## src/sv/i2cmts_pkg.sv

```systemverilog
// Shared types and codes for the I2C master transaction sequencer.
`default_nettype none
package i2cmts_pkg;

   // Item commands
   localparam logic [1:0] CMD_LOAD  = 2'd0;
   localparam logic [1:0] CMD_START = 2'd1;
   localparam logic [1:0] CMD_EVENT = 2'd2;

   // Bus engine actions
   localparam logic [2:0] ACT_NONE    = 3'd0;
   localparam logic [2:0] ACT_TX      = 3'd1;
   localparam logic [2:0] ACT_START   = 3'd2;
   localparam logic [2:0] ACT_RESTART = 3'd3;
   localparam logic [2:0] ACT_RECV    = 3'd4;
   localparam logic [2:0] ACT_ACK     = 3'd5;
   localparam logic [2:0] ACT_STOP    = 3'd6;

   typedef struct packed {
      logic [1:0] cmd;
      logic       buffer_select;
      logic [3:0] byte_index;
      logic [7:0] byte_value;
      logic       is_read;
      logic [6:0] slave_address;
      logic [2:0] address_length;
      logic [4:0] data_length;
      logic       ack_status;
      logic [7:0] received_byte;
   } req_type;

   typedef struct packed {
      logic [2:0] action;
      logic [7:0] tx_byte;
      logic       rx_valid;
      logic [7:0] rx_byte;
      logic [3:0] rx_index;
      logic       done_res;
   } rsp_type;

   typedef enum logic [3:0] {
      PH_IDLE,
      PH_SLAVE_W,
      PH_ADDR,
      PH_DATA,
      PH_RESTART,
      PH_SLAVE_R,
      PH_RECV,
      PH_READ,
      PH_STOP,
      PH_FINISHED
   } phase_type;

   typedef enum logic [2:0] {
      TX_NONE,
      TX_SLAVE_W,
      TX_SLAVE_R,
      TX_ADDR,
      TX_DATA
   } tx_sel_type;

   typedef enum logic [1:0] {
      CNT_HOLD,
      CNT_CLEAR,
      CNT_INCR
   } cnt_op_type;

   // Controller to datapath
   typedef struct packed {
      logic [2:0] action;
      tx_sel_type tx_sel;
      cnt_op_type cnt_op;
      logic       latch_start;
      logic       load_en;
      logic       store_rx;
      logic       set_finished;
   } ctrl_type;

   // Datapath to controller
   typedef struct packed {
      logic read_mode;
      logic addr_last;
      logic data_last;
   } stat_type;

endpackage
`default_nettype wire

```

## src/sv/i2cmts_ctrl.sv

```systemverilog
// Phase state machine of the I2C transaction sequencer.
`default_nettype none
module i2cmts_ctrl (
   input  wire logic                 clock,
   input  wire logic                 reset,
   input  wire logic                 start,
   output logic                      busy,
   input  wire i2cmts_pkg::req_type  req_data,
   input  wire i2cmts_pkg::stat_type stat,
   output i2cmts_pkg::ctrl_type      ctrl,
   output logic                      rsp_valid
);

   i2cmts_pkg::phase_type phase_ff, phase_in;
   logic busy_ff;
   logic rsp_valid_ff;
   logic accept;

   assign accept    = start & ~busy_ff;
   assign busy      = busy_ff;
   assign rsp_valid = rsp_valid_ff;

   always_ff @(posedge clock) begin
      if (reset) begin
         phase_ff     <= i2cmts_pkg::PH_IDLE;
         busy_ff      <= 1'b1;
         rsp_valid_ff <= 1'b0;
      end else begin
         phase_ff     <= phase_in;
         busy_ff      <= 1'b0;
         rsp_valid_ff <= accept;
      end
   end

   // Next phase
   always_comb begin
      phase_in = phase_ff;
      if (accept) begin
         unique case (req_data.cmd)
            i2cmts_pkg::CMD_START: begin
               phase_in = i2cmts_pkg::PH_SLAVE_W;
            end
            i2cmts_pkg::CMD_EVENT: begin
               unique case (phase_ff)
                  i2cmts_pkg::PH_SLAVE_W: phase_in = i2cmts_pkg::PH_ADDR;
                  i2cmts_pkg::PH_ADDR: begin
                     if (req_data.ack_status) begin
                        phase_in = i2cmts_pkg::PH_STOP;
                     end else if (stat.addr_last) begin
                        phase_in = stat.read_mode ? i2cmts_pkg::PH_RESTART
                                                  : i2cmts_pkg::PH_DATA;
                     end
                  end
                  i2cmts_pkg::PH_DATA: begin
                     if (req_data.ack_status || stat.data_last) begin
                        phase_in = i2cmts_pkg::PH_STOP;
                     end
                  end
                  i2cmts_pkg::PH_RESTART: phase_in = i2cmts_pkg::PH_SLAVE_R;
                  i2cmts_pkg::PH_SLAVE_R: phase_in = i2cmts_pkg::PH_RECV;
                  i2cmts_pkg::PH_RECV:    phase_in = i2cmts_pkg::PH_READ;
                  i2cmts_pkg::PH_READ: begin
                     phase_in = stat.data_last ? i2cmts_pkg::PH_FINISHED
                                               : i2cmts_pkg::PH_RECV;
                  end
                  i2cmts_pkg::PH_STOP:    phase_in = i2cmts_pkg::PH_FINISHED;
                  default:                phase_in = phase_ff;
               endcase
            end
            default: phase_in = phase_ff;
         endcase
      end
   end

   // Datapath commands
   always_comb begin
      ctrl = '{action:       i2cmts_pkg::ACT_NONE,
               tx_sel:       i2cmts_pkg::TX_NONE,
               cnt_op:       i2cmts_pkg::CNT_HOLD,
               latch_start:  1'b0,
               load_en:      1'b0,
               store_rx:     1'b0,
               set_finished: 1'b0};
      if (accept) begin
         unique case (req_data.cmd)
            i2cmts_pkg::CMD_LOAD: begin
               ctrl.load_en = 1'b1;
            end
            i2cmts_pkg::CMD_START: begin
               ctrl.latch_start = 1'b1;
               ctrl.cnt_op      = i2cmts_pkg::CNT_CLEAR;
               ctrl.action      = i2cmts_pkg::ACT_START;
            end
            i2cmts_pkg::CMD_EVENT: begin
               unique case (phase_ff)
                  i2cmts_pkg::PH_SLAVE_W: begin
                     ctrl.action = i2cmts_pkg::ACT_TX;
                     ctrl.tx_sel = i2cmts_pkg::TX_SLAVE_W;
                     ctrl.cnt_op = i2cmts_pkg::CNT_CLEAR;
                  end
                  i2cmts_pkg::PH_ADDR: begin
                     if (!req_data.ack_status) begin
                        ctrl.action = i2cmts_pkg::ACT_TX;
                        ctrl.tx_sel = i2cmts_pkg::TX_ADDR;
                        ctrl.cnt_op = stat.addr_last ? i2cmts_pkg::CNT_CLEAR
                                                     : i2cmts_pkg::CNT_INCR;
                     end
                  end
                  i2cmts_pkg::PH_DATA: begin
                     if (!req_data.ack_status) begin
                        ctrl.action = i2cmts_pkg::ACT_TX;
                        ctrl.tx_sel = i2cmts_pkg::TX_DATA;
                        ctrl.cnt_op = i2cmts_pkg::CNT_INCR;
                     end
                  end
                  i2cmts_pkg::PH_RESTART: begin
                     ctrl.action = i2cmts_pkg::ACT_RESTART;
                  end
                  i2cmts_pkg::PH_SLAVE_R: begin
                     ctrl.action = i2cmts_pkg::ACT_TX;
                     ctrl.tx_sel = i2cmts_pkg::TX_SLAVE_R;
                     ctrl.cnt_op = i2cmts_pkg::CNT_CLEAR;
                  end
                  i2cmts_pkg::PH_RECV: begin
                     ctrl.action = i2cmts_pkg::ACT_RECV;
                  end
                  i2cmts_pkg::PH_READ: begin
                     ctrl.store_rx = 1'b1;
                     ctrl.cnt_op   = i2cmts_pkg::CNT_INCR;
                     ctrl.action   = stat.data_last ? i2cmts_pkg::ACT_STOP
                                                    : i2cmts_pkg::ACT_ACK;
                  end
                  i2cmts_pkg::PH_STOP: begin
                     ctrl.action = i2cmts_pkg::ACT_STOP;
                  end
                  i2cmts_pkg::PH_FINISHED: begin
                     ctrl.set_finished = 1'b1;
                  end
                  default: ctrl.action = i2cmts_pkg::ACT_NONE;
               endcase
            end
            default: ctrl.action = i2cmts_pkg::ACT_NONE;
         endcase
      end
   end

endmodule
`default_nettype wire

```

## src/sv/i2cmts_datapath.sv

```systemverilog
// Buffers, counters and result register of the I2C transaction sequencer.
`default_nettype none
module i2cmts_datapath #(
   parameter int ADDRESS_BYTES = 4,
   parameter int DATA_BYTES    = 16
) (
   input  wire logic                 clock,
   input  wire logic                 reset,
   input  wire i2cmts_pkg::req_type  req_data,
   input  wire i2cmts_pkg::ctrl_type ctrl,
   output i2cmts_pkg::stat_type      stat,
   output i2cmts_pkg::rsp_type       rsp_data
);

   localparam int MAX_BYTES = (ADDRESS_BYTES > DATA_BYTES) ? ADDRESS_BYTES : DATA_BYTES;
   localparam int CW  = $clog2(MAX_BYTES + 1);
   localparam int ACW = $clog2(ADDRESS_BYTES + 1);
   localparam int DCW = $clog2(DATA_BYTES + 1);
   localparam int AIW = (ADDRESS_BYTES > 1) ? $clog2(ADDRESS_BYTES) : 1;
   localparam int DIW = (DATA_BYTES > 1) ? $clog2(DATA_BYTES) : 1;

   logic [CW-1:0]  cnt_ff, cnt_in;
   logic [ACW-1:0] addr_count_ff, addr_count_in;
   logic [DCW-1:0] data_count_ff, data_count_in;
   logic [7:0]     slave_ff, slave_in;
   logic           read_mode_ff, read_mode_in;
   logic           finished_ff, finished_in;
   logic [CW:0]    cnt_plus;
   logic [7:0]     tx_byte;
   i2cmts_pkg::rsp_type rsp_ff, rsp_in;

   logic [7:0] addr_buf [ADDRESS_BYTES];
   logic [7:0] data_buf [DATA_BYTES];

   assign cnt_plus       = {1'b0, cnt_ff} + 1'b1;
   assign stat.read_mode = read_mode_ff;
   assign stat.addr_last = cnt_plus >= (CW+1)'(addr_count_ff);
   assign stat.data_last = cnt_plus >= (CW+1)'(data_count_ff);

   // Lengths: zero counts as one, above the depth saturates
   always_comb begin
      addr_count_in = addr_count_ff;
      data_count_in = data_count_ff;
      slave_in      = slave_ff;
      read_mode_in  = read_mode_ff;
      if (ctrl.latch_start) begin
         read_mode_in = req_data.is_read;
         slave_in     = {req_data.slave_address, 1'b0};
         priority if (req_data.address_length == 3'd0) begin
            addr_count_in = ACW'(1);
         end else if (32'(req_data.address_length) > ADDRESS_BYTES) begin
            addr_count_in = ACW'(ADDRESS_BYTES);
         end else begin
            addr_count_in = ACW'(req_data.address_length);
         end
         priority if (req_data.data_length == 5'd0) begin
            data_count_in = DCW'(1);
         end else if (32'(req_data.data_length) > DATA_BYTES) begin
            data_count_in = DCW'(DATA_BYTES);
         end else begin
            data_count_in = DCW'(req_data.data_length);
         end
      end
   end

   always_comb begin
      unique case (ctrl.cnt_op)
         i2cmts_pkg::CNT_CLEAR: cnt_in = '0;
         i2cmts_pkg::CNT_INCR:  cnt_in = cnt_plus[CW-1:0];
         default:               cnt_in = cnt_ff;
      endcase
   end

   always_comb begin
      finished_in = finished_ff;
      priority if (ctrl.latch_start) begin
         finished_in = 1'b0;
      end else if (ctrl.set_finished) begin
         finished_in = 1'b1;
      end else begin
         finished_in = finished_ff;
      end
   end

   always_comb begin
      unique case (ctrl.tx_sel)
         i2cmts_pkg::TX_SLAVE_W: tx_byte = slave_ff;
         i2cmts_pkg::TX_SLAVE_R: tx_byte = slave_ff | 8'h01;
         i2cmts_pkg::TX_ADDR: begin
            tx_byte = (32'(cnt_ff) < ADDRESS_BYTES) ? addr_buf[AIW'(cnt_ff)] : 8'h00;
         end
         i2cmts_pkg::TX_DATA: begin
            tx_byte = (32'(cnt_ff) < DATA_BYTES) ? data_buf[DIW'(cnt_ff)] : 8'h00;
         end
         default: tx_byte = 8'h00;
      endcase
   end

   always_comb begin
      rsp_in.action   = ctrl.action;
      rsp_in.tx_byte  = tx_byte;
      rsp_in.rx_valid = ctrl.store_rx;
      rsp_in.rx_byte  = ctrl.store_rx ? req_data.received_byte : 8'h00;
      rsp_in.rx_index = ctrl.store_rx ? 4'(cnt_ff) : 4'h0;
      rsp_in.done_res = finished_in;
   end

   always_ff @(posedge clock) begin
      if (reset) begin
         cnt_ff        <= '0;
         addr_count_ff <= ACW'(1);
         data_count_ff <= DCW'(1);
         slave_ff      <= 8'h00;
         read_mode_ff  <= 1'b0;
         finished_ff   <= 1'b0;
      end else begin
         cnt_ff        <= cnt_in;
         addr_count_ff <= addr_count_in;
         data_count_ff <= data_count_in;
         slave_ff      <= slave_in;
         read_mode_ff  <= read_mode_in;
         finished_ff   <= finished_in;
      end
   end

   always_ff @(posedge clock) begin
      rsp_ff <= rsp_in;
   end

   // Buffers: undefined until written, so no reset
   always_ff @(posedge clock) begin
      if (ctrl.load_en && !req_data.buffer_select &&
          32'(req_data.byte_index) < ADDRESS_BYTES) begin
         addr_buf[AIW'(req_data.byte_index)] <= req_data.byte_value;
      end
   end

   always_ff @(posedge clock) begin
      if (ctrl.load_en && req_data.buffer_select &&
          32'(req_data.byte_index) < DATA_BYTES) begin
         data_buf[DIW'(req_data.byte_index)] <= req_data.byte_value;
      end else if (ctrl.store_rx && 32'(cnt_ff) < DATA_BYTES) begin
         data_buf[DIW'(cnt_ff)] <= req_data.received_byte;
      end
   end

   assign rsp_data = rsp_ff;

endmodule
`default_nettype wire

```

## src/sv/i2c_master_transaction_sequencer.sv

```systemverilog
// Top level of the I2C master transaction sequencer.
//
// Drives a byte-level I2C bus engine through one register write or register
// read. Every beat taken on the request side (start high while busy is low)
// yields exactly one response beat, shown on rsp_data with rsp_valid high for
// a single cycle, in the cycle after acceptance; the receiver cannot stall it,
// so it must sample rsp_data whenever rsp_valid is set. busy is high only
// during reset and the cycle that follows it; after that a beat may be
// given every cycle. Load beats (cmd load) fill the address and data
// buffers; a start beat latches the transfer and returns a start action;
// each bus-completion beat returns the next action. Buffer entries have no
// reset: send only entries that have been loaded.
`default_nettype none
module i2c_master_transaction_sequencer #(
   parameter int ADDRESS_BYTES = 4,
   parameter int DATA_BYTES    = 16
) (
   input  wire logic                clock,
   input  wire logic                reset,
   input  wire logic                start,
   output logic                     busy,
   input  wire i2cmts_pkg::req_type req_data,
   output logic                     rsp_valid,
   output i2cmts_pkg::rsp_type      rsp_data
);

   // Command and status between the phase machine and the datapath
   i2cmts_pkg::ctrl_type ctrl;
   i2cmts_pkg::stat_type stat;

   i2cmts_ctrl u_ctrl (
      .clock     (clock),
      .reset     (reset),
      .start     (start),
      .busy      (busy),
      .req_data  (req_data),
      .stat      (stat),
      .ctrl      (ctrl),
      .rsp_valid (rsp_valid)
   );

   // Buffers, byte counter, latched lengths and response register
   i2cmts_datapath #(
      .ADDRESS_BYTES (ADDRESS_BYTES),
      .DATA_BYTES    (DATA_BYTES)
   ) u_datapath (
      .clock    (clock),
      .reset    (reset),
      .req_data (req_data),
      .ctrl     (ctrl),
      .stat     (stat),
      .rsp_data (rsp_data)
   );

endmodule
`default_nettype wire

```

## config.mk

```make
export PLATFORM = sky130hd
export DESIGN_NAME = i2c_master_transaction_sequencer
export DESIGN_NICKNAME = d
export VERILOG_FILES = /design/src/sv/i2cmts_pkg.sv /design/src/sv/i2cmts_ctrl.sv /design/src/sv/i2cmts_datapath.sv /design/src/sv/i2c_master_transaction_sequencer.sv
export SDC_FILE = /design/constraint.sdc
export NUM_CORES = 1
export LEC_CHECK = 0
export ABC_AREA = 1
export BUFFER_PORTS_ARGS = -buffer_cell sky130_fd_sc_hd__buf_2
export CAP_MARGIN = 20
export CORE_MARGIN = 1.5
export CORE_UTILIZATION = 25
export DETAILED_ROUTE_END_ITERATION = 8
export PLACE_DENSITY_LB_ADDON = 0.08
export SLEW_MARGIN = 20
export SYNTH_ARGS = -nofsm -noshare
export SYNTH_HDL_FRONTEND = slang
export SYNTH_SLANG_ARGS = --single-unit
```

## constraint.sdc

```tcl
create_clock -name clock -period 2.4 [get_ports clock]
set_input_delay 0.48 -clock clock [delete_from_list [all_inputs] [get_ports clock]]
set_output_delay 0.48 -clock clock [all_outputs]
set_load 0.01 [all_outputs]
```

==> Yosys cells after proc, flatten, opt, wreduce, memory -nomap -nowiden <==
Memories as Yosys holds them, arrays and structs flattened. A register that Yosys moved wholly into a read port is not among the register bits.
Index checks and enable logic that the tools add are counted.
{ "classes": {"n_eq_ne": 20, "n_mux": 48, "add_sub_neg": 1, "magnitude_cmp": 7, "reduce_logical": 14, "bitwise": 2} }
{ "ops": {"columns": ["op", "count"], "rows": [
  ["case mux 4 bit (8 select lines)", 1],
  ["case mux 8 bit (4 select lines)", 1],
  ["two-way mux 4 bit", 7],
  ["two-way mux 8 bit", 3],
  ["case mux 3 bit (7 select lines)", 1],
  ["equality test 4 x 3 -> 1 bit (second input constant)", 4],
  ["two-way mux 1 bit", 15],
  ["two-way mux 3 bit", 4],
  ["two-way mux 6 bit", 2],
  ["case mux 3 bit (4 select lines)", 1],
  ["two-way mux 2 bit", 5],
  ["two-way mux 5 bit", 2],
  ["case mux 5 bit (2 select lines)", 1],
  ["two-way mux 9 bit", 1],
  ["!= test 9 bit (second input constant)", 1],
  ["equality test 4 x 2 -> 1 bit (second input constant)", 2],
  ["equality test 4 bit (second input constant)", 2],
  ["case mux 2 bit (4 select lines)", 1],
  ["case mux 4 bit (2 select lines)", 1],
  ["OR reduction 8 bit", 1],
  ["adder 5 x 1 -> 6 bit (second input constant)", 1],
  ["equality test 3 x 2 -> 1 bit (second input constant)", 2],
  [">= comparator 6 x 3 -> 1 bit", 1],
  [">= comparator 6 x 5 -> 1 bit", 1],
  ["25 further kinds", 31]
]} }
{ "word_totals": {"in_bits": 43, "reg_bits": 53, "n_memories": 2, "ram_bits": 160, "output_inout_bits": 27, "word_cells": 109} }
{ "mem_list": {"columns": ["memory", "words", "width", "rd", "rd_clocked_by_memory_dff", "wr", "line_no", "text"], "rows": [
  ["u_datapath.data_buf", 16, 8, 1, 1, 1, "i2cmts_datapath.sv:33", "logic [7:0] data_buf [DATA_BYTES];"],
  ["u_datapath.addr_buf", 4, 8, 1, 1, 1, "i2cmts_datapath.sv:32", "logic [7:0] addr_buf [ADDRESS_BYTES];"]
]} }

==> Depth between registers and ports, before layout <==
Gate-level depths: netlist of the first run.
{ "logic_depth": {"ltp_word": 13, "depth_mapped": 15, "mapped_depth_nobuf": 15} }

==> Hierarchy <==
A second synthesis of the first run with hierarchy kept.
{ "hier_totals": {"cells_unflattened": 934, "area_unflattened_um2": 9247.6} }
{ "by_module_without_submodules": {"columns": ["mod", "cells_each", "seq_area_each_um2", "area_per_inst_um2", "n_inst"], "rows": [
  ["i2cmts_datapath", 813, 5825.6, 8570.7, 1],
  ["i2cmts_ctrl", 121, 120.1, 676.9, 1]
]} }

==> Least setup slack after synthesis of the first run <==
No wires, ideal clock.
{ "synth_timing": {"kind": "input -> register", "start": "input port req_data[38] in the netlist's numbering", "end": "memory u_datapath.data_buf[0][0] (data pin)", "t_arrival_ns": 2.194, "n_path_buf": 2, "cell_stages": 10, "t_required_ns": 2.070, "setup_ns": 0.330, "setup_slack_ns": -0.124, "path_cell_list": "inv_1 -> ha_1 -> nand2_1 -> inv_1 -> nand2_4 -> clkinv_4 -> nand3_4 -> buf_6 -> clkbuf_1 -> o21ai_0"} }
{ "synth_rtl": {"columns": ["element", "line_no", "text"], "rows": [
  ["start: declaration", "i2c_master_transaction_sequencer.sv:22", "input wire i2cmts_pkg::req_type req_data,"],
  ["end: declaration", "i2cmts_datapath.sv:33", null]
]} }

==> results of run 1 <==
## metal layers
layer	track usage	vias to the layer above	share of wire
met1	0.221	3101	0.50
met3	0.0238	32	0.038
met4	0.0316	0	0.018
met2	0.235	127	0.44
met5	0	-	0
li1	-	3225	-
## what timing repair did
item                                    in CTS  in global routing
buffers inserted                             0                  2
pin swaps                                    2                 15
hold buffers                                 0                  0
gates resized for setup                      7                 25
endpoints found under the setup margin       9                131
## worst paths after layout
kind / end / slack, ps / cells past startpoint
worst max-delay path: register / 110 / 13
worst min-delay path: u_datapath.addr_buf[3][3] / 190 / 1
worst max register to register: register / 110 / 13
worst min register to register: u_datapath.data_count_ff[2] / 460 / 2
## worst max-delay path: cells and delay by family (launching register included)
family | cells | cell delay [ps]
AND/OR/NAND/NOR | 7 | 840
adder cells (fa/ha/maj) | 3 | 580
flip-flops | 1 | 330
AO/OA/AOI/OAI | 2 | 290
XOR/XNOR | 1 | 160
## registers in the layout, summed over array words and instances (netlist names), named ones only
register                  cells
u_datapath.data_count_ff      5
u_datapath.slave_ff           7
u_datapath.rsp_data          25
u_datapath.cnt_ff             5
u_ctrl.phase_ff               4
u_datapath.finished_ff        1
u_datapath.addr_count_ff      3
u_datapath.addr_buf          32
u_ctrl.rsp_valid              1
u_datapath.read_mode_ff       1
u_ctrl.busy                   1
u_datapath.data_buf         128
## layout by cell type, fill, tap and decap left out, types with 7 or more instances in the layout
cell type and count:
clkbuf_16 25, buf_2 69, o21ai_0 99, o22ai_1 28, clkinv_2 7, ha_1 8
buf_4 67, o21ai_1 25, a21oi_1 10, edfxtp_1 160, nor2_1 152, nand3_1 35
o221ai_1 13, dfxtp_1 53, nand2_1 103, inv_1 55
## power breakdown
group | total (mW) | switching, mW | internal (mW)
combinational | 0.275 | 0.184 | 0.0907
clock | 4.10 | 1.55 | 2.55
sequential | 4.04 | 0.00816 | 4.04
## metrics by stage
step                instances  power [mW]  setup TNS, ps  hold WS [ps]  utilization
finish                   1448        8.42              0           188        0.325
global route             1448        8.70          -69.3           172        0.325
CTS                      1446        8.53              0           161        0.322
detailed placement       1400        4.40         -12130           458        0.295
global placement         1400        4.40          -7630           453        0.295
floorplan                 842        4.24         -15910           432            -
## cell families (layout without fill, tap and decap cells)
| family | Yosys count | in the layout |
|---|---|---|
| AND/OR/NAND/NOR | 319 | 319 |
| adder cells (fa/ha/maj) | 13 | 13 |
| AO/OA/AOI/OAI | 192 | 192 |
| flip-flops | 217 | 217 |
| XOR/XNOR | 1 | 1 |
| buffers and inverters | 100 | 251 |
## cell type report
| class | count | area, um2 |
|---|---|---|
| fill | 3553 | 23500 |
| clock inverter | 18 | 243 |
| clock buffer | 28 | 637 |
| timing repair buffer | 143 | 971 |
| inverter | 62 | 238 |
| tap | 455 | 569 |
| sequential | 217 | 5950 |
| multi-input combinational | 525 | 2710 |
==> metrics.txt, run 1 <==
# TYPE chip_impl_metric gauge
chip_impl_info{name="outcome",value="completed"} 1
chip_impl_metric{name="power_leakage",unit="nW"} 4.29
chip_impl_info{name="synth_ff_type",value="edfxtp_1"} 1
chip_impl_metric{name="grt.total_usage",unit=""} 0.151
chip_impl_info{name="critical_path.reg2reg.startpoint",value="u_datapath.cnt_ff[1]"} 1
chip_impl_metric{name="grt_start_max_net_pins",unit=""} 81
chip_impl_metric{name="worstPathRequired",unit="ps"} 2840
chip_impl_info{name="grt_setup_unrepaired",value="true"} 1
chip_impl_metric{name="synth_edf_count",unit=""} 160
chip_impl_metric{name="critical_path_arrival",unit="ps"} 2730
chip_impl_metric{name="route.antenna.remaining_nets",unit=""} 0
chip_impl_info{name="synth_top_family_by_area",value="simple AND/OR/NAND/NOR gates"} 1
chip_impl_metric{name="fin_nets",unit=""} 1030
chip_impl_metric{name="placement.cell_area",unit="um2"} 10300
chip_impl_metric{name="syn-cell-area",unit="um2"} 8910
chip_impl_metric{name="fin_area",unit="um2"} 11300
chip_impl_metric{name="grt_remaining_overflow",unit=""} 0
chip_impl_metric{name="die_area",unit="um2"} 36800
chip_impl_metric{name="viasPerCell",unit=""} 4.48
chip_impl_metric{name="dp_hpwl",unit="um"} 18900
chip_impl_metric{name="number_of_buffers_inserted_during_clock_tree_synthesis",unit=""} 25
chip_impl_info{name="netlist_top_cells_area",value="edfxtp_1, dfxtp_1, nor2_1"} 1
chip_impl_metric{name="pre_cts_slack",unit="ps"} -154
chip_impl_metric{name="final_period_demand_of_the_worst_path",unit="ps"} 2290
chip_impl_metric{name="wl_per_cell",unit="um"} 18.9
chip_impl_metric{name="synth_sequential_area_ratio",unit=""} 0.667
chip_impl_metric{name="worstMarginPinSlew",unit="ps"} 524
chip_impl_metric{name="cap_viol_max_count",unit=""} 0
chip_impl_metric{name="routed-via-count",unit=""} 6485
chip_impl_metric{name="ys_seq_elements",unit=""} 217
chip_impl_metric{name="layout_setup_ws",unit="ps"} 115
chip_impl_metric{name="synthToLayoutAreaGrowth",unit="%"} 27.0
chip_impl_metric{name="floorplan.initialDensity",unit=""} 0.256
chip_impl_metric{name="hold_viol",unit=""} 0
chip_impl_metric{name="core-area",unit="um2"} 34800
chip_impl_metric{name="synthAdderAreaFrac",unit=""} 0.0183
chip_impl_metric{name="drt_pass1_iterations",unit=""} 5
chip_impl_metric{name="fin_crit_sh",unit=""} 0.952
chip_impl_info{name="worst_path_most_repeated_cell",value="ha_4"} 1
chip_impl_info{name="timing.critical_path.cells",value="ha_4 > xor2_2 > ha_4 > o21bai_1 > nor2_2 > nand3_2 > nand2_1 > nand3_1 > nor2_2 > ha_4 > nor2_4 > nand2_1 > a21oi_2"} 1
chip_impl_metric{name="top_level_ports",unit=""} 70
chip_impl_metric{name="clock_path_buffers",unit=""} 3
chip_impl_metric{name="detailedRoute.firstIterationViolations",unit=""} 377
chip_impl_metric{name="ys_types",unit=""} 39
chip_impl_metric{name="synthCells",unit=""} 842
chip_impl_metric{name="synth_xor_xnor_area_share",unit=""} 0.000983
chip_impl_info{name="tritoncts",value="built"} 1
chip_impl_metric{name="drt_drc_violations_left",unit=""} 0
chip_impl_metric{name="drive_above_1_share",unit=""} 0.225
chip_impl_metric{name="cpPeakStageDelay",unit="ps"} 330
chip_impl_metric{name="fp.dieW",unit="um"} 192
chip_impl_metric{name="finalSetupViolCount",unit=""} 0
chip_impl_metric{name="row_count",unit=""} 68
chip_impl_metric{name="mappedNetlistNets",unit=""} 898
chip_impl_metric{name="maximum_vdd_ir_drop",unit="V"} 0.000466
chip_impl_metric{name="cts_max_level",unit=""} 1
chip_impl_metric{name="cts.reportedPaths.clkPinSlew",unit="ps"} 60
chip_impl_metric{name="synthArstFlopShare",unit=""} 0
chip_impl_metric{name="grt_pass1_vias",unit=""} 6599
chip_impl_info{name="setup.worst_path.end_class",value="register"} 1
chip_impl_metric{name="synth.mux.area_fraction",unit=""} 0
chip_impl_metric{name="synth_compound_gate_area_share",unit=""} 0.120
chip_impl_info{name="critPathKind",value="register to register"} 1
chip_impl_metric{name="power_density",unit="nW/um2"} 744
chip_impl_metric{name="worstPathMaxFanout",unit=""} 5
chip_impl_metric{name="slew_violations",unit=""} 0
chip_impl_info{name="crit_slowest_cell",value="dfxtp_2"} 1
chip_impl_metric{name="maxSlewHeadroom",unit=""} 0.647
chip_impl_metric{name="synth_top_area_frac",unit=""} 0.539
chip_impl_metric{name="gp_congestion",unit=""} 0.793
chip_impl_metric{name="timing.fmax",unit="MHz"} 438
chip_impl_metric{name="avgSynthCellArea",unit="um2"} 10.6
chip_impl_metric{name="clock_sink_count",unit=""} 217
chip_impl_metric{name="insertion_delay",unit="ps"} 530
chip_impl_metric{name="grt_pass1_wl",unit="um"} 41400
chip_impl_metric{name="post_synth_and_or_nand_nor_area_fraction",unit=""} 0.149
chip_impl_info{name="clock_tree.root_cell",value="clkbuf_16"} 1
chip_impl_info{name="post-synth-top-count-cell",value="edfxtp_1"} 1
chip_impl_metric{name="antenna_found_initial",unit=""} 0
chip_impl_info{name="synth_top_cell_by_area",value="edfxtp_1"} 1
chip_impl_info{name="critPathLaunch",value="u_datapath.cnt_ff[1]"} 1
chip_impl_metric{name="die-height",unit="um"} 192
chip_impl_metric{name="number_of_buffers_inserted_by_port_buffering",unit=""} 69
chip_impl_info{name="hp-class",value="input port to register"} 1
chip_impl_info{name="worstSetupStartpointType",value="register"} 1
chip_impl_metric{name="antennaDiodeCount",unit=""} 0
chip_impl_info{name="post_synth_most_frequent_cells",value="edfxtp_1, nor2_1, o21ai_0"} 1
chip_impl_metric{name="routed_wl",unit="um"} 27400
chip_impl_metric{name="ys.warnings.count",unit=""} 0
chip_impl_info{name="worst_hold_startpoint",value="req_data[28]"} 1
chip_impl_metric{name="clock_skew",unit="ps"} 24.6
No activity file was read; power rests on OpenSTA's default activity.
==> run 2: changes to the inputs <==
Settings changed: CORE_ASPECT_RATIO set to 1.4.
==> run 2 against run 1 <==
  * Worst setup slack better by 17 ps
  * Critical path depth stayed put
  * Die area hardly changed
  * First-iteration DRC count is 13% lower
  * Largest cell class unchanged
==> metrics.txt, run 2 (synthesis results as in run 1) <==
# TYPE chip_impl_metric gauge
chip_impl_metric{name="grt_pass1_wl",unit="um"} 40700
chip_impl_info{name="tritoncts",value="built"} 1
chip_impl_metric{name="insertion_delay",unit="ps"} 520
chip_impl_metric{name="die_area",unit="um2"} 36800
chip_impl_metric{name="power.share.sequential",unit=""} 0.519
chip_impl_metric{name="worstMarginPinSlew",unit="ps"} 585
chip_impl_metric{name="hold_viol",unit=""} 0
chip_impl_metric{name="critical_path_arrival",unit="ps"} 2710
chip_impl_info{name="largest_register",value="u_datapath.data_buf"} 1
chip_impl_metric{name="power.net_switching",unit="mW"} 1.64
chip_impl_metric{name="floorplan.initialDensity",unit=""} 0.254
chip_impl_info{name="worst_hold_startpoint",value="req_data[17]"} 1
chip_impl_metric{name="power_leakage",unit="nW"} 4.20
chip_impl_metric{name="grt.total_usage",unit=""} 0.149
chip_impl_info{name="most-common-layout-cells",value="edfxtp_1, nor2_1, nand2_1"} 1
chip_impl_metric{name="power.internal",unit="mW"} 6.16
chip_impl_metric{name="worstPathRequired",unit="ps"} 2840
chip_impl_metric{name="fin_crit_sh",unit=""} 0.945
chip_impl_metric{name="detailedRoute.firstIterationViolations",unit=""} 329
chip_impl_metric{name="power.combinational.fraction",unit=""} 0.034
chip_impl_metric{name="grt_pass1_vias",unit=""} 6695
chip_impl_metric{name="grt_remaining_overflow",unit=""} 0
chip_impl_metric{name="fin_nets",unit=""} 1026
chip_impl_metric{name="cpPeakStageDelay",unit="ps"} 350
chip_impl_metric{name="timing.fmax",unit="MHz"} 441
chip_impl_metric{name="antenna_found_initial",unit=""} 0
chip_impl_metric{name="clock_skew",unit="ps"} 10.9
chip_impl_metric{name="number_of_buffers_inserted_during_clock_tree_synthesis",unit=""} 24
chip_impl_metric{name="cap_viol_max_count",unit=""} 0
chip_impl_info{name="clock_tree.root_cell",value="clkbuf_16"} 1
chip_impl_metric{name="number_of_flip_flops_in_the_largest_register",unit=""} 128
chip_impl_info{name="outcome",value="completed"} 1
chip_impl_metric{name="cts_max_level",unit=""} 1
chip_impl_info{name="grt_setup_unrepaired",value="true"} 1
chip_impl_metric{name="route.antenna.remaining_nets",unit=""} 0
chip_impl_metric{name="core-area",unit="um2"} 35100
chip_impl_info{name="critPathKind",value="register to register"} 1
chip_impl_metric{name="slew_violations",unit=""} 0
chip_impl_metric{name="maxSlewHeadroom",unit=""} 0.606
chip_impl_metric{name="final_period_demand_of_the_worst_path",unit="ps"} 2270
chip_impl_info{name="worst_path_most_repeated_cell",value="nand2_1"} 1
chip_impl_metric{name="number_of_buffers_inserted_by_port_buffering",unit=""} 69
chip_impl_metric{name="drive_above_1_share",unit=""} 0.215
chip_impl_metric{name="routed_wl",unit="um"} 26800
chip_impl_metric{name="layout_setup_ws",unit="ps"} 131
chip_impl_metric{name="clock_path_buffers",unit=""} 3
chip_impl_info{name="setup.worst_path.end_class",value="register"} 1
chip_impl_info{name="worstSetupStartpointType",value="register"} 1
chip_impl_metric{name="fp.dieW",unit="um"} 163
chip_impl_metric{name="hold_slack",unit="ps"} 177
chip_impl_metric{name="row_count",unit=""} 81
chip_impl_metric{name="wl_per_cell",unit="um"} 18.5
chip_impl_metric{name="synthToLayoutAreaGrowth",unit="%"} 24.9
chip_impl_metric{name="top_level_ports",unit=""} 70
chip_impl_info{name="commonest_non_fill_non_tap_cell_in_the_layout",value="edfxtp_1"} 1
chip_impl_metric{name="cts.reportedPaths.clkPinSlew",unit="ps"} 60
chip_impl_metric{name="antennaDiodeCount",unit=""} 0
chip_impl_info{name="critical_path.reg2reg.startpoint",value="u_datapath.cnt_ff[0]"} 1
chip_impl_metric{name="worstPathMaxFanout",unit=""} 5
chip_impl_metric{name="drt_drc_violations_left",unit=""} 0
chip_impl_metric{name="placement.cell_area",unit="um2"} 10300
chip_impl_metric{name="fin_area",unit="um2"} 11100
chip_impl_metric{name="viasPerCell",unit=""} 4.48
chip_impl_metric{name="dp_hpwl",unit="um"} 19000
chip_impl_info{name="crit_slowest_cell",value="dfxtp_4"} 1
chip_impl_metric{name="gp_congestion",unit=""} 0.777
chip_impl_info{name="hp-class",value="input port to register"} 1
chip_impl_metric{name="maximum_vdd_ir_drop",unit="V"} 0.000529
chip_impl_info{name="timing.critical_path.cells",value="ha_4 > xor2_2 > ha_2 > o21bai_1 > nor2_1 > nand2_1 > a21oi_2 > o21ai_1 > nand2_1 > ha_4 > nor2_4 > nand2_1 > a21oi_2"} 1
chip_impl_info{name="critPathLaunch",value="u_datapath.cnt_ff[0]"} 1
chip_impl_metric{name="grt_start_max_net_pins",unit=""} 58
chip_impl_metric{name="sw_frac_of_total",unit=""} 0.210
chip_impl_metric{name="drt_pass1_iterations",unit=""} 4
chip_impl_metric{name="power_share_of_the_clock_group",unit=""} 0.447
chip_impl_metric{name="final_core_util",unit=""} 0.317
chip_impl_metric{name="finalSetupViolCount",unit=""} 0
chip_impl_metric{name="die-height",unit="um"} 226
chip_impl_metric{name="clock_sink_count",unit=""} 217
chip_impl_metric{name="pre_cts_slack",unit="ps"} -70.2
chip_impl_metric{name="setup_tns",unit="ps"} 0
chip_impl_metric{name="routed-via-count",unit=""} 6464
chip_impl_metric{name="power_density",unit="nW/um2"} 700
run 2: cell count changes in the layout (fill, tap and decap cells not counted), moves of 2 or more:
cell       before  now
nand2_2         3    5
bufinv_16       6    0
a21oi_2         5    7
clkinv_2        7    1
clkbuf_8        0    4
clkbuf_1        3   11
run 2: final cells by class:
cell class                 instances  area (um2)
inverter                          62         238
clock inverter                     4        16.3
fill                            3708       23900
clock buffer                      40         722
tap                              456         571
timing repair buffer             140         932
multi-input combinational        525        2700
sequential                       217        5950
run 2: layer usage:
layer  GRT usage  share of wire  vias to the layer above  wire length, um
met5           0              0                        -                0
met3      0.0187          0.034                       44              907
met1       0.172           0.41                     3093            11100
li1            -              -                     3193                -
met4      0.0598          0.032                        0              869
met2       0.275           0.52                      134            13900
run 2: power groups by stage:
stage	sequential [mW]	clock (mW)	combinational [mW]
2_1_floorplan	4.13	0	0.111
3_3_place_gp	4.12	0	0.269
3_5_place_dp	4.12	0	0.266
4_1_cts	4.04	3.60	0.266
5_1_grt	4.04	3.77	0.297
6_report	4.04	3.49	0.265
run 2: path summary, 6_finish.rpt:
kind	end	cells past startpoint	slack, ps
hold reg to reg	u_datapath.rsp_data[0]	1	460
hold / removal	u_datapath.slave_ff[1]	3	180
setup reg to reg	u_datapath.cnt_ff[1]	13	130
setup / recovery	u_datapath.cnt_ff[1]	13	130
run 2: what timing repair did:
| item | in CTS | in global routing |
|---|---|---|
| setup buffers | 0 | 1 |
| hold buffers | 0 | 0 |
| gates resized for setup | 1 | 31 |
| pin swaps | 0 | 17 |
| setup endpoints to repair | 6 | 52 |
run 2: worst max-delay path: cells and delay by family (launching register included):
| family | cells | cell delay (ps) |
|---|---|---|
| DFF | 1 | 350 |
| AOI/OAI and AO/OA | 4 | 510 |
| adders and majority gates | 3 | 560 |
| xor gates and xnor gates | 1 | 150 |
| and+or+nand+nor | 5 | 620 |
run 2: per-stage QoR:
step                power, mW  std cells
floorplan                4.24        842
global placement         4.39       1399
detailed placement       4.39       1399
CTS                      7.91       1443
global route             8.10       1444
finish                   7.79       1444
==> run 3: changes to the inputs <==
Settings changed: BUFFER_PORTS_ARGS -buffer_cell sky130_fd_sc_hd__buf_2 to not set, DONT_BUFFER_PORTS set to 1.
==> run 3 against run 2 <==
  * Final area is 3.9% lower
  * Fmax is 0.67% higher
  * Final cell count is 5.0% lower
  * Clock-buffer cell count is 5 lower
  * Critical path type unchanged
  * Critical path depth stayed put
  * Highest routed layer unchanged
  * Sequential power hardly changed
  * Flip-flop and latch count stayed put
  * Combinational power is 22% lower
  * Worst setup slack better by 15 ps
==> metrics.txt, run 3 (synthesis results as in run 1) <==
# TYPE chip_impl_metric gauge
chip_impl_metric{name="clock_sink_count",unit=""} 217
chip_impl_metric{name="core-area",unit="um2"} 35100
chip_impl_metric{name="insertion_delay",unit="ps"} 530
chip_impl_metric{name="fin_area",unit="um2"} 10700
chip_impl_metric{name="maxSlewHeadroom",unit=""} 0.642
chip_impl_metric{name="wl_per_cell",unit="um"} 20.0
chip_impl_metric{name="fin_crit_sh",unit=""} 0.939
chip_impl_metric{name="drive_above_1_share",unit=""} 0.141
chip_impl_metric{name="floorplan.initialDensity",unit=""} 0.254
chip_impl_metric{name="clock_skew",unit="ps"} 26.4
chip_impl_metric{name="viasPerCell",unit=""} 4.53
chip_impl_metric{name="fin_nets",unit=""} 956
chip_impl_info{name="routed.top_layer",value="met4"} 1
chip_impl_metric{name="dp.cells",unit=""} 1328
chip_impl_metric{name="final_period_demand_of_the_worst_path",unit="ps"} 2250
chip_impl_metric{name="worstPathRequired",unit="ps"} 2810
chip_impl_metric{name="routed-via-count",unit=""} 6216
chip_impl_metric{name="detailedRoute.firstIterationViolations",unit=""} 244
chip_impl_metric{name="hold-path-cell-count",unit=""} 2
chip_impl_metric{name="cpPeakStageDelay",unit="ps"} 340
chip_impl_metric{name="power_leakage",unit="nW"} 3.84
chip_impl_metric{name="setup_tns",unit="ps"} 0
chip_impl_metric{name="antennaDiodeCount",unit=""} 0
chip_impl_metric{name="met2_wirelength",unit="um"} 14700
chip_impl_metric{name="grt_remaining_overflow",unit=""} 0
chip_impl_info{name="crit_slowest_cell",value="dfxtp_2"} 1
chip_impl_info{name="worstSetupStartpointType",value="register"} 1
chip_impl_metric{name="worstPathMaxFanout",unit=""} 5
chip_impl_metric{name="fp.dieW",unit="um"} 163
chip_impl_metric{name="slew_violations",unit=""} 0
chip_impl_metric{name="fill_cells",unit=""} 3683
chip_impl_metric{name="cts_max_level",unit=""} 1
chip_impl_metric{name="number_of_buffers_inserted_during_clock_tree_synthesis",unit=""} 23
chip_impl_metric{name="die_area",unit="um2"} 36800
chip_impl_info{name="hp-class",value="input port to register"} 1
chip_impl_metric{name="antenna_found_initial",unit=""} 0
chip_impl_metric{name="dp_hpwl",unit="um"} 18800
chip_impl_info{name="outcome",value="completed"} 1
chip_impl_metric{name="wl_met3",unit="um"} 1140
chip_impl_metric{name="gp_congestion",unit=""} 0.864
chip_impl_metric{name="synthToLayoutAreaGrowth",unit="%"} 20.0
chip_impl_info{name="setup.worst_path.end_class",value="register"} 1
chip_impl_metric{name="hold_viol",unit=""} 0
chip_impl_metric{name="maximum_vdd_ir_drop",unit="V"} 0.000580
chip_impl_info{name="commonest_non_fill_non_tap_cell_in_the_layout",value="edfxtp_1"} 1
chip_impl_metric{name="final_cell_count_no_fill",unit=""} 1372
chip_impl_metric{name="routed_wl",unit="um"} 27500
chip_impl_info{name="clock_tree.root_cell",value="clkbuf_16"} 1
chip_impl_metric{name="clock_path_buffers",unit=""} 3
chip_impl_metric{name="number_of_buffers_inserted_by_port_buffering",unit=""} 0
chip_impl_metric{name="grt_pass1_vias",unit=""} 6514
chip_impl_info{name="most-common-layout-cells",value="edfxtp_1, nor2_1, nand2_1"} 1
chip_impl_metric{name="drt_pass1_iterations",unit=""} 4
chip_impl_info{name="timing.critical_path.cells",value="ha_4 > xor2_2 > ha_2 > o21bai_1 > nor2_1 > nand3_2 > nand2_1 > nand3_1 > nor2_2 > ha_4 > buf_4 > o21ai_1 > nor2_1"} 1
chip_impl_metric{name="placement.cell_area",unit="um2"} 9870
chip_impl_metric{name="top_level_ports",unit=""} 70
chip_impl_metric{name="cts.reportedPaths.clkPinSlew",unit="ps"} 60
chip_impl_metric{name="grt_start_max_net_pins",unit=""} 81
chip_impl_metric{name="grt_pass1_wl",unit="um"} 41000
chip_impl_metric{name="number_of_flip_flops_in_the_largest_register",unit=""} 128
chip_impl_metric{name="hold_slack",unit="ps"} 47.9
chip_impl_metric{name="route.antenna.remaining_nets",unit=""} 0
chip_impl_metric{name="wl_met1",unit="um"} 11000
chip_impl_metric{name="die-height",unit="um"} 226
chip_impl_metric{name="cap_viol_max_count",unit=""} 0
chip_impl_metric{name="drt_drc_violations_left",unit=""} 0
chip_impl_info{name="critPathKind",value="register to register"} 1
chip_impl_info{name="tritoncts",value="built"} 1
chip_impl_metric{name="final_core_util",unit=""} 0.305
chip_impl_metric{name="row_count",unit=""} 81
chip_impl_metric{name="power_density",unit="nW/um2"} 724
chip_impl_metric{name="critical_path_arrival",unit="ps"} 2670
chip_impl_info{name="largest_register",value="u_datapath.data_buf"} 1
chip_impl_metric{name="finalSetupViolCount",unit=""} 0
chip_impl_metric{name="grt.total_usage",unit=""} 0.152
chip_impl_metric{name="timing.fmax",unit="MHz"} 444
chip_impl_metric{name="worstMarginPinSlew",unit="ps"} 536
chip_impl_metric{name="timing.reg2reg.worst_path_depth",unit=""} 13
-- run 3: worst paths after layout --
kind	to	slack [ps]	startpoint
worst max-delay path	u_datapath.cnt_ff[0]	150	u_datapath.cnt_ff[0]
worst min-delay path	u_datapath.data_count_ff[0]	50	reset
worst min register to register	u_datapath.rsp_data[0]	470	u_datapath.finished_ff
worst max register to register	u_datapath.cnt_ff[0]	150	u_datapath.cnt_ff[0]
-- run 3: metal layers --
metal	vias to the layer above	track usage
met4	0	0.0497
met3	34	0.0251
met5	-	0
li1	3052	-
met2	124	0.287
met1	3006	0.171
-- run 3: report_power, final --
group	leakage [nW]	switching [mW]	internal, mW	total, mW
logic	1.60	0.144	0.0626	0.207
registers	1.90	0.00882	4.04	4.04
clock network	0.340	1.47	2.02	3.49
total	3.84	1.62	6.12	7.74
-- run 3: timing repair --
action | CTS | global route
resized for setup | 1 | 24
hold endpoints to repair | 10 | 2
endpoints found under the setup margin | 2 | 110
gates cloned | 0 | 0
buffers inserted | 0 | 0
pin swaps | 0 | 10
hold buffers | 2 | 1
-- run 3: area by class of cell --
cell class                      instances  area (um2)  area share
Sequential cell                       217        5950       0.556
Multi-Input combinational cell        525        2660       0.248
Clock buffer                           35         631      0.0590
Tap cell                              456         571      0.0533
Timing Repair Buffer                   71         569      0.0532
Inverter                               62         238      0.0222
Clock inverter                          6        81.3     0.00760
-- run 3: per-stage QoR --
| step | total power, mW | worst slack (ps) |
|---|---|---|
| 3_3_place_gp | 4.33 | 40.0 |
| 6_report | 7.74 | 146 |
| 4_1_cts | 7.87 | 19.2 |
| 2_1_floorplan | 4.24 | -124 |
| 3_5_place_dp | 4.33 | -0.563 |
| 5_1_grt | 8.01 | -25.0 |
-- run 3: critical path: cells and delay by family (launching register included) --
family | cells | cell delay (ps)
buf+inv | 1 | 140
compound gates | 2 | 260
flops | 1 | 340
xor+xnor | 1 | 150
fa+ha+maj | 3 | 580
simple gates | 6 | 640
